### src/rtl/core/trbeg_pkg.sv
// Shared types and codes of the tape block edge generator.
`timescale 1ns / 1ps

package trbeg_pkg;

   // Request function codes.
   localparam logic [1:0] FUNC_WRITE = 2'd0;
   localparam logic [1:0] FUNC_START = 2'd1;
   localparam logic [1:0] FUNC_EDGE  = 2'd2;

   // Response status codes.
   localparam logic [1:0] STATUS_EDGE     = 2'd0;
   localparam logic [1:0] STATUS_ACCEPT   = 2'd1;
   localparam logic [1:0] STATUS_IDLE_ERR = 2'd2;

   // Configuration register indexes.
   localparam logic [2:0] CSR_PILOT       = 3'd0;
   localparam logic [2:0] CSR_SYNC_FIRST  = 3'd1;
   localparam logic [2:0] CSR_SYNC_SECOND = 3'd2;
   localparam logic [2:0] CSR_ZERO_BIT    = 3'd3;
   localparam logic [2:0] CSR_ONE_BIT     = 3'd4;
   localparam logic [2:0] CSR_FRAME       = 3'd5;

   localparam logic [3:0] BITS_PER_BYTE = 4'd8;

   typedef struct packed {
      logic [1:0]  func;
      logic [15:0] byte_address;
      logic [7:0]  byte_value;
      logic [15:0] block_length;
      logic [15:0] pilot_edges;
      logic [15:0] pause_units;
   } req_type;

   typedef struct packed {
      logic [32:0] edge_tstates;
      logic        block_done;
      logic [1:0]  status;
   } rsp_type;

   typedef struct packed {
      logic [15:0] pilot_duration;
      logic [15:0] sync_first_duration;
      logic [15:0] sync_second_duration;
      logic [15:0] zero_bit_duration;
      logic [15:0] one_bit_duration;
      logic [16:0] frame_duration;
   } cfg_type;

endpackage

### src/rtl/core/trbeg_csr.sv
// Configuration register file of the tape block edge generator.
`timescale 1ns / 1ps

module trbeg_csr
   import trbeg_pkg::*;
(
   input  logic        clock,
   input  logic        reset,
   input  logic        csr_valid,
   output logic        csr_ready,
   input  logic [2:0]  csr_index,
   input  logic [16:0] csr_data,
   output cfg_type     cfg
);

   cfg_type cfg_ff;
   cfg_type cfg_in;

   assign csr_ready = 1'b1;
   assign cfg       = cfg_ff;

   always_comb begin
      cfg_in = cfg_ff;
      if (csr_valid) begin
         unique case (csr_index)
            CSR_PILOT:       cfg_in.pilot_duration       = csr_data[15:0];
            CSR_SYNC_FIRST:  cfg_in.sync_first_duration  = csr_data[15:0];
            CSR_SYNC_SECOND: cfg_in.sync_second_duration = csr_data[15:0];
            CSR_ZERO_BIT:    cfg_in.zero_bit_duration    = csr_data[15:0];
            CSR_ONE_BIT:     cfg_in.one_bit_duration     = csr_data[15:0];
            CSR_FRAME:       cfg_in.frame_duration       = csr_data;
            default:         cfg_in = cfg_ff;
         endcase
      end
   end

   always_ff @(posedge clock) begin
      if (reset) begin
         cfg_ff.pilot_duration       <= 16'd2168;
         cfg_ff.sync_first_duration  <= 16'd667;
         cfg_ff.sync_second_duration <= 16'd735;
         cfg_ff.zero_bit_duration    <= 16'd855;
         cfg_ff.one_bit_duration     <= 16'd1710;
         cfg_ff.frame_duration       <= 17'd69888;
      end else begin
         cfg_ff <= cfg_in;
      end
   end

endmodule

### config.mk
export PLATFORM = sky130hd
export DESIGN_NAME = trbeg_csr
export DESIGN_NICKNAME = d
export VERILOG_FILES = /design/src/rtl/core/trbeg_pkg.sv /design/src/rtl/core/trbeg_csr.sv
export SDC_FILE = /design/constraint.sdc
export NUM_CORES = 1
export LEC_CHECK = 0
export BUFFER_PORTS_ARGS = -buffer_cell sky130_fd_sc_hd__buf_2
export CAP_MARGIN = 10
export CELL_PAD_IN_SITES_DETAIL_PLACEMENT = 1
export CELL_PAD_IN_SITES_GLOBAL_PLACEMENT = 1
export CORE_UTILIZATION = 38
export DETAILED_ROUTE_END_ITERATION = 8
export GPL_ROUTABILITY_DRIVEN = 0
export PLACE_DENSITY = 0.87
export SYNTH_ARGS = -nofsm -noshare
export SYNTH_HDL_FRONTEND = slang
export SYNTH_SLANG_ARGS = --single-unit
### constraint.sdc
create_clock -name clock -period 1.6 [get_ports clock]
set_clock_uncertainty 0.2 [all_clocks]
set_input_delay 0.08 -clock clock [delete_from_list [all_inputs] [get_ports clock]]
set_output_delay 0.08 -clock clock [all_outputs]
set_load 0.03 [all_outputs]
# ---- Word-level counts from Yosys, hierarchy flattened
# Cells that the tools add are included.
dict set report totals {
  regBits 97
  in_bits 23
  output_inout_bits 98
  wordCells 18
}
dict set report op_classes {
  n_eq_ne 5
  reduce_logical 7
}
# cell n
set ops {}
lappend ops {{AND reduction 2 bit} 6}
lappend ops {{== test 3 x 2 -> 1 bit, second input constant} 2}
lappend ops {{== test 3 bit, second input constant} 2}
lappend ops {{== test 3 x 1 -> 1 bit, second input constant} 1}
lappend ops {{zero test 3 bit} 1}

# ---- Logic depth before layout (Yosys ltp)
# Gate-level depths: netlist of the first run.
dict set report depth {
  depth_word 2
  depth_mapped 5
  mapped_depth_nobuf 2
}

# ---- Least setup slack after synthesis of the first run
# OpenSTA, ideal clock, no wires.
dict set report synth_path {
  kind {input port to flip-flop}
  from {input port csr_index[0]}
  to {register cfg_ff, in the netlist cfg[94]}
  setup_time_ns 0.124
  t_arrival_ns 1.100
  required_ns 1.276
  setup_slack_ns 0.176
  path_stages 5
  n_path_buf 3
  path_cell_list {buf_4 -> or4b_4 -> buf_6 -> buf_12 -> mux2i_1}
}
dict set report synth_between {
  elab_chain_cells 2
}
# element line_no
set synth_rtl {}
lappend synth_rtl {{start: declaration} trbeg_csr.sv:11} ;# input logic [2:0] csr_index,
lappend synth_rtl {{zero test 3 bit} trbeg_csr.sv:25} ;# unique case (csr_index)
lappend synth_rtl {{AND reduction 2 bit (no source line)} n/a}
lappend synth_rtl {{end signal: assignment} trbeg_csr.sv:46} ;# cfg_ff <= cfg_in;
lappend synth_rtl {{end: declaration} trbeg_csr.sv:16} ;# cfg_type cfg_ff;
# No other way between the ends.
# A chain may end at the register's enable or synchronous reset.

==> metrics, run 1 <==
clock buffer depth=2; final setup violation count=0; All-Layer GR Usage=0.212; status=finished, final reports clean; Die Footprint=10,600 um2; Yosys reg bits=97; Syn Nets=387; drt wl/cell=17.6 um; hold path cells=3; final hold viol count=0; clk sinks=97; reg2reg path depth=2; CP endpoint kind=register; Worst Hold Class=in2reg; Warnings, synthesis=0; IO buf count=119; final worst path period need=1.56 ns; Hold Path Sink=cfg[67]; area leader, netlist=dfxtp_1; Pleak=0.00248 uW; min-delay src=csr_valid; io pins=121; H-tree levels=3; P&R area growth vs syn=29.0%; Core Box Area=9820 um2; Mapped Cells=364; TritonRoute pass-1 iters=4; RSZ-0062 raised after global routing=no; worst-path fanout max=24; FF-to-FF Start=cfg[44]; die height=103 um; VDD IR-drop max=0.370 mV; hpwl dp=7700 um; number of setup buffers added after CTS=0; Synth cell types=17; Sum Neg Setup Slack=0 ns; Power per Cell Area=912 nW/um2; Initial Utilization=0.395; Clock transition at path regs=0.10 ns; maxcap violations=0; max reg flops=97; Routed Antenna Nets=0; initial antenna violation count=0; gr ovfl total=0; clock root cell=clkbuf_8; total CTS buffers=9; top cell type's share of synthesized area=0.501; r2r endpoint=cfg[44]; die width=103 um; WL final=11,100 um; Slew Viols, Final=0; number of global-route vias before repair=3,194; first-pass GRT wire length=16,900 um; Max Freq=0.640 GHz; # diodes=0; Placement Rows=36; final core area utilization=0.509; nets=517; worst hold slack=0.0166 ns; synthesized area per cell=10.7 um2; total power=4560 uW; Via Count=3,077; fraction of layout cells with a size suffix above 1=0.299; pin count of the biggest net entering global routing=48; critical path class=in2reg; final instance count without filler cells=632; period utilization=0.977; sequential share of the synthesized area=0.501; vias per cell=4.87; data arrival time of the critical path=1.61 ns; CP Launch Type=input pin; CTS tree=done; worst setup path start=reset; DRC violations left=0; WP data required=1.65 ns; Syn Std Cell Area=3880 um2; clk_lat worst skew=0.35 ns; starting DRC count in detailed routing=72; synth top area cells=dfxtp_1, mux2i_1, nand2b_1; reg-to-reg setup timing slack=0.65 ns; placed cells=596
-- critical path: stages --
cell and delay, ns:
dlygate4sd3_1 0.55, buf_6 0.18, nor2_1 0.15, dlygate4sd3_1 0.58, mux2i_1 0.08
-- where the power goes --
part / total, uW / switching, uW / internal, uW / leakage, uW
clock: 1540 / 873 / 667 / 0.0000936
sequential: 2500 / 30.5 / 2470 / 0.000787
combinational: 526 / 318 / 208 / 0.00160
total: 4560 / 1220 / 3340 / 0.00248
-- cells in the mapped netlist (all sizes together) --
library cell	count
dfxtp	97
mux2i	97
nand2b	77
nor2	50
clkbuf	17
buf	14
nand4bb	3
and4b	2
nand4b	2
and4bb	1
conb	1
nor4b	1
nor4bb	1
or4b	1
-- per-layer routing --
metal / global-route usage / vias up / wire length, um / part of all wire
li1: - / 1454 / - / -
met1: 0.249 / 1528 / 4670 / 0.42
met2: 0.385 / 77 / 5770 / 0.52
met3: 0.0312 / 18 / 407 / 0.037
met4: 0.0888 / 0 / 276 / 0.025
met5: 0 / - / 0 / 0
-- worst max path at each step --
stage               endpoint  slack, ns  cells after the start
floorplan            cfg[94]       0.18                      5
global placement     cfg[94]       0.21                      3
detailed placement   cfg[89]       0.14                      3
CTS                  cfg[86]       0.04                      5
global route         cfg[27]       0.02                      5
finish               cfg[86]       0.04                      5
-- layout make-up --
type | count | area [um2]
clock inverters | 4 | 33.8
well taps | 133 | 166
fillers | 1157 | 4820
clock buffers | 12 | 155
repair buffers | 150 | 922
multi-input cells | 236 | 1780
flip-flops and latches | 97 | 1940
-- per-stage QoR --
stage	cell area (um2)	setup slack [ns]
global route	5000	0.0224
finish	5000	0.0375
CTS	5000	0.0374
detailed placement	4610	0.142
floorplan	3880	0.176
global placement	4610	0.210
-- cell families (layout without fill, tap and decap cells) --
kind of cell / after synthesis / count (layout) / share of synthesized area
buf+inv: 31 / 166 / 0.0436
flops: 97 / 97 / 0.501
other cells: 1 / 1 / 0.000967
simple gates: 138 / 138 / 0.204
mux: 97 / 97 / 0.250
-- layout by cell type (no fill, tap or decap) --
| master | count |
|---|---|
| buf_4 | 8 |
| buf_2 | 118 |
| and4b_1 | 2 |
| clkbuf_8 | 11 |
| dfxtp_1 | 97 |
| clkinvlp_4 | 1 |
| nand4b_1 | 2 |
| or4b_4 | 1 |
| nand2b_1 | 77 |
| inv_6 | 2 |
| conb_1 | 1 |
| buf_6 | 1 |
| clkbuf_1 | 1 |
| mux2i_1 | 97 |
| and4bb_2 | 1 |
| nand4bb_1 | 3 |
| nor4b_2 | 1 |
| clkinv_4 | 1 |
| dlygate4sd3_1 | 20 |
| nor2_1 | 50 |
| buf_12 | 3 |
| nor4bb_4 | 1 |
-- timing repair --
action | 4_1_cts | 5_1_grt
gates resized for setup | 0 | 1
hold buffers | 20 | 0
endpoints found under the setup margin | 0 | 4
hold endpoints to repair | 84 | 0
Note: power is estimated with default switching activity, not from simulation.
==> inputs of run 2 (changes only) <==
--- a/config.mk
+++ b/config.mk
@@ -13,6 +13,7 @@
 export DETAILED_ROUTE_END_ITERATION = 8
 export GPL_ROUTABILITY_DRIVEN = 0
 export PLACE_DENSITY = 0.87
+export REMOVE_ABC_BUFFERS = 1
 export SYNTH_ARGS = -nofsm -noshare
 export SYNTH_HDL_FRONTEND = slang
 export SYNTH_SLANG_ARGS = --single-unit
==> run 2 against run 1 <==
Final area rose by 0.17%; register-to-register slack improved by 0.05 ns; highest routed layer unchanged; sequential power barely moved; flip-flop and latch count did not move; worst hold slack got worse by 0.0047 ns; critical path type is now reg2out; clock power rose by 13%.
==> metrics, run 2 (synthesis results as in run 1) <==
WP data required=1.32 ns (was 1.65 ns); clock root cell=clkbuf_8 (unchanged); first-pass GRT wire length=15,700 um (was 16,900 um); data arrival time of the critical path=0.94 ns (was 1.61 ns); TritonRoute pass-1 iters=4 (unchanged); Clock transition at path regs=0.09 ns (was 0.10 ns); period utilization=0.765 (was 0.977); All-Layer GR Usage=0.202 (was 0.212); Via Count=2,987 (was 3,077); final setup violation count=0 (unchanged); die width=103 um (unchanged); drt wl/cell=16.1 um (was 17.6 um); Routed Antenna Nets=0 (unchanged); Worst Hold Class=in2reg (unchanged); clk sinks=97 (unchanged); P&R area growth vs syn=29.2% (was 29.0%); CP endpoint kind=primary output (was register); maxcap violations=0 (unchanged); pin count of the biggest net entering global routing=67 (was 48); hpwl dp=7100 um (was 7700 um); worst-path fanout max=2 (was 24); total CTS buffers=9 (unchanged); DRC violations left=0 (unchanged); clock buffer depth=2 (unchanged); H-tree levels=3 (unchanged); Post-DP Area=4630 um2 (was 4610 um2); Post-Layout Inst Area=5010 um2 (was 5000 um2); CTS tree=done (unchanged); Core Box Area=9820 um2 (unchanged); Die Footprint=10,600 um2 (unchanged); max reg flops=97 (unchanged); CP cell instances=buf_2 (was dlygate4sd3_1, buf_6, nor2_1, dlygate4sd3_1, mux2i_1); slowest CP cell=dfxtp_1 (was dlygate4sd3_1); gr ovfl total=0 (unchanged); total power=4740 uW (was 4560 uW); WP buf/inv=1 (was 3); IO buf count=119 (unchanged); VDD IR-drop max=0.413 mV (was 0.370 mV); initial antenna violation count=0 (unchanged); CP Launch Type=register (was input pin); vias per cell=4.73 (was 4.87); max incr delay on CP=0.36 ns (was 0.58 ns); Initial Utilization=0.395 (unchanged); Power per Cell Area=946 nW/um2 (was 912 nW/um2); Max Freq=0.817 GHz (was 0.640 GHz); fraction of layout cells with a size suffix above 1=0.303 (was 0.299); status=finished, final reports clean (unchanged); leading cell type in the layout, fill and taps excluded=buf_2 (unchanged); number of global-route vias before repair=3,049 (was 3,194); final worst path period need=1.22 ns (was 1.56 ns); io pins=121 (unchanged); # diodes=0 (unchanged); starting DRC count in detailed routing=69 (was 72); critical path class=reg2out (was in2reg); final hold viol count=0 (unchanged); CP delay by family, top=flip-flops (was buffers and inverters); post-cts sizing count=0 (unchanged); die height=103 um (unchanged); commonest non-fill, non-tap cells in the layout=buf_2, mux2i_1, dfxtp_1, nand2b_1, nor2_1 (unchanged); clk_lat worst skew=0.36 ns (was 0.35 ns); nets=516 (was 517); Slew Viols, Final=0 (unchanged); Placement Rows=36 (unchanged); WL final=10,200 um (was 11,100 um); RSZ-0062 raised after global routing=no (unchanged); Pleak=0.00248 uW (about the same)
[run 2: where the power goes]
| part | switching [uW] | leakage, uW | internal, uW | total, uW |
|---|---|---|---|---|
| clock | 858 | 0.0000995 | 880 | 1740 |
| sequential | 28.8 | 0.000787 | 2470 | 2500 |
| combinational | 300 | 0.00160 | 203 | 504 |
| total | 1190 | 0.00248 | 3550 | 4740 |
[run 2: final timing paths]
path,start,slack (ns),endpoint,cells past startpoint
setup / recovery,cfg[49],0.38,cfg[49],1
hold / removal,csr_valid,0.01,cfg[80],3
setup reg to reg,cfg[30],0.70,cfg[30],2
hold reg to reg,cfg[36],0.28,cfg[36],2
[run 2: final cells by class]
type	count	area, um2
Clock inverter	5	80.1
Tap cell	133	166
Clock buffer	11	131
Fill cell	1134	4810
Multi-Input combinational cell	236	1790
Sequential cell	97	1940
Timing Repair Buffer	149	903
[run 2: what timing repair did]
action / in CTS / in global routing
setup endpoints to repair: 0 / 0
endpoints found under the hold margin: 97 / 0
hold buffers: 17 / 0
buffers inserted: 0 / 0
[run 2: metal layers]
layer / wire (um) / vias up / global-route usage / share of wire
met5: 0 / - / 0 / 0
met3: 411 / 15 / 0.0400 / 0.040
li1: - / 1455 / - / -
met2: 5020 / 79 / 0.343 / 0.49
met1: 4530 / 1438 / 0.242 / 0.45
met4: 222 / 0 / 0.101 / 0.022
[run 2: worst reg2reg max path: stages, from the launching register on]
cell and delay, ns:
dfxtp_1 0.35, nand2b_1 0.08, mux2i_1 0.19
[run 2: through the flow]
stage	instances	worst slack [ns]	util	setup TNS (ns)	hold WS [ns]
3_5_place_dp	598	0.145	0.471	0	0.166
4_1_cts	631	0.360	0.510	0	0.00891
2_1_floorplan	333	-1.10	-	-15.35	0.0363
3_3_place_gp	598	0.198	0.471	0	0.137
6_report	631	0.376	0.510	0	0.0118
5_1_grt	631	0.302	0.510	0	0.0391
==> inputs of run 3 (changes only) <==
==> constraint.sdc (replaced) <==
create_clock -name clock -period 1.2 [get_ports clock]
set_clock_uncertainty 0.2 [all_clocks]
set_input_delay 0.06 -clock clock [delete_from_list [all_inputs] [get_ports clock]]
set_output_delay 0.06 -clock clock [all_outputs]
set_load 0.03 [all_outputs]
==> run 3 against run 2 <==
First-iteration DRC count is 5.8% higher; non-clock buffer count is 16 higher; critical path depth unchanged; total power is 30% higher; count of clock-buffer cells in the layout rose by 2; worst hold slack improved by 0.017 ns; register-to-register slack worse by 0.38 ns; global-route usage rose by 0.53 points; clock power grew 20%; utilization up 2.8 points; flip-flop and latch count did not move; highest routed layer unchanged.
==> metrics, run 3 (synthesis results as in run 1) <==
Max Freq=0.852 GHz; worst-path fanout max=2 (unchanged); Routed Antenna Nets=0 (unchanged); drt wl/cell=16.6 um (was 16.1 um); CTS tree=done (unchanged); Seq. cell area=1950 um2 (was 1940 um2); DRC violations left=0 (unchanged); starting DRC count in detailed routing=73 (was 69); status=finished, final reports clean (unchanged); All-Layer GR Usage=0.207 (was 0.202); CP Launch Type=register (unchanged); final hold viol count=0 (unchanged); number of setup buffers added after CTS=0 (unchanged); critical path class=reg2out (unchanged); initial antenna violation count=0 (unchanged); Placement Rows=36 (unchanged); vias per cell=4.77 (was 4.73); max incr delay on CP=0.36 ns (about the same); slowest CP cell=dfxtp_1 (unchanged); hpwl dp=7660 um (was 7100 um); total CTS buffers=9 (unchanged); fraction of layout cells with a size suffix above 1=0.333 (was 0.303); first-pass GRT wire length=16,300 um (was 15,700 um); Post-Layout Inst Area=5290 um2 (was 5010 um2); # diodes=0 (unchanged); CP delay by family, top=flip-flops (unchanged); Worst Hold Class=in2reg (unchanged); Slew Viols, Final=0 (unchanged); pin count of the biggest net entering global routing=49 (was 67); fillers=1,124 (was 1,134); final worst path period need=1.17 ns; Initial Utilization=0.395 (unchanged); data arrival time of the critical path=0.91 ns (was 0.94 ns); clk_lat worst skew=0.35 ns (was 0.36 ns); Post-DP Area=4730 um2 (was 4630 um2); WL final=10,800 um (was 10,200 um); WP buf/inv=1 (unchanged); nets=532 (was 516); clock buffer depth=2 (unchanged); commonest non-fill, non-tap cells in the layout=mux2i_1, dfxtp_1, nand2b_1, buf_4, nor2_1 (was buf_2, mux2i_1, dfxtp_1, nand2b_1, nor2_1); clock root cell=clkbuf_8 (unchanged); number of global-route vias before repair=3,173 (was 3,049); period utilization=0.978; H-tree levels=3 (unchanged); VDD IR-drop max=0.521 mV (was 0.413 mV); max reg flops=97 (unchanged); total power=6170 uW (was 4740 uW); final setup violation count=0 (unchanged); TritonRoute pass-1 iters=4 (unchanged); die width=103 um (unchanged); die height=103 um (unchanged); Die Footprint=10,600 um2 (unchanged); gr ovfl total=0 (unchanged); area of the multi-input gates=1790 um2 (unchanged); Pleak=0.00259 uW (was 0.00248 uW); maxcap violations=0 (unchanged); Power per Cell Area=1170 nW/um2 (was 946 nW/um2); clk sinks=97 (unchanged); IO buf count=119 (unchanged); Clock transition at path regs=0.09 ns (about the same); io pins=121 (unchanged); WP data required=0.94 ns (was 1.32 ns); CP cell instances=clkbuf_4 (was buf_2); Core Box Area=9820 um2 (unchanged); Via Count=3,087 (was 2,987); leading cell type in the layout, fill and taps excluded=mux2i_1 (was buf_2); CP endpoint kind=primary output (unchanged); P&R area growth vs syn=36.3% (was 29.2%)
[run 3: cell types whose count changed in the layout (fill, tap and decap cells not counted)]
| cell | delta |
|---|---|
| buf_6 | +1 |
| clkbuf_1 | +1 |
| clkbuf_8 | +1 |
| buf_2 | -71 |
| clkinvlp_4 | -2 |
| buf_12 | -1 |
| dfxtp_2 | +6 |
| bufinv_16 | -1 |
| clkbuf_4 | +20 |
| buf_4 | +66 |
| dfxtp_1 | -6 |
| dlygate4sd3_1 | +1 |
| clkinv_2 | +1 |
[run 3: per-stage QoR]
step                setup TNS [ns]  hold WS (ns)  instances  utilization  setup slack, ns
finish                           0        0.0287        647        0.538           0.0262
global route               -0.0117        0.0261        647        0.538         -0.00400
CTS                              0        0.0107        647        0.521          0.00275
detailed placement           -8.47         0.149        613        0.482           -0.262
global placement             -5.88         0.120        613        0.482           -0.153
floorplan                   -28.45        0.0163        333            -            -1.48
[run 3: final timing paths]
| check | startpoint | to | slack, ns | depth (start not counted) |
|---|---|---|---|---|
| worst min register to register | cfg[7] | cfg[7] | 0.28 | 2 |
| worst min-delay path | reset | cfg[22] | 0.03 | 4 |
| worst max-delay path | cfg[64] | cfg[64] | 0.03 | 1 |
| worst max register to register | cfg[20] | cfg[20] | 0.32 | 2 |
[run 3: final cells by class]
cell class | instances | share of cell area
Tap cell | 133 | 0.0315
Sequential cell | 97 | 0.369
Multi-Input combinational cell | 236 | 0.338
Clock inverter | 3 | 0.00757
Timing Repair Buffer | 165 | 0.226
Clock buffer | 13 | 0.0282
[run 3: metal layers]
layer,share of wire,vias to the layer above,GRT usage
met5,0,-,0
met4,0.014,0,0.0693
met3,0.047,14,0.0427
met2,0.51,87,0.377
met1,0.43,1499,0.240
li1,-,1487,-
[run 3: what timing repair did]
| action | 4_1_cts | 5_1_grt |
|---|---|---|
| gates resized for setup | 9 | 111 |
| setup endpoints to repair | 9 | 67 |
| hold buffers | 18 | 0 |
| hold endpoints to repair | 97 | 0 |
| gates cloned | 0 | 0 |
[run 3: report_power, final]
group          switching [uW]  total [uW]  internal (uW)
clock                    1070        2090           1020
sequential               41.9        3330           3290
combinational             416         742            327
total                    1530        6170           4630
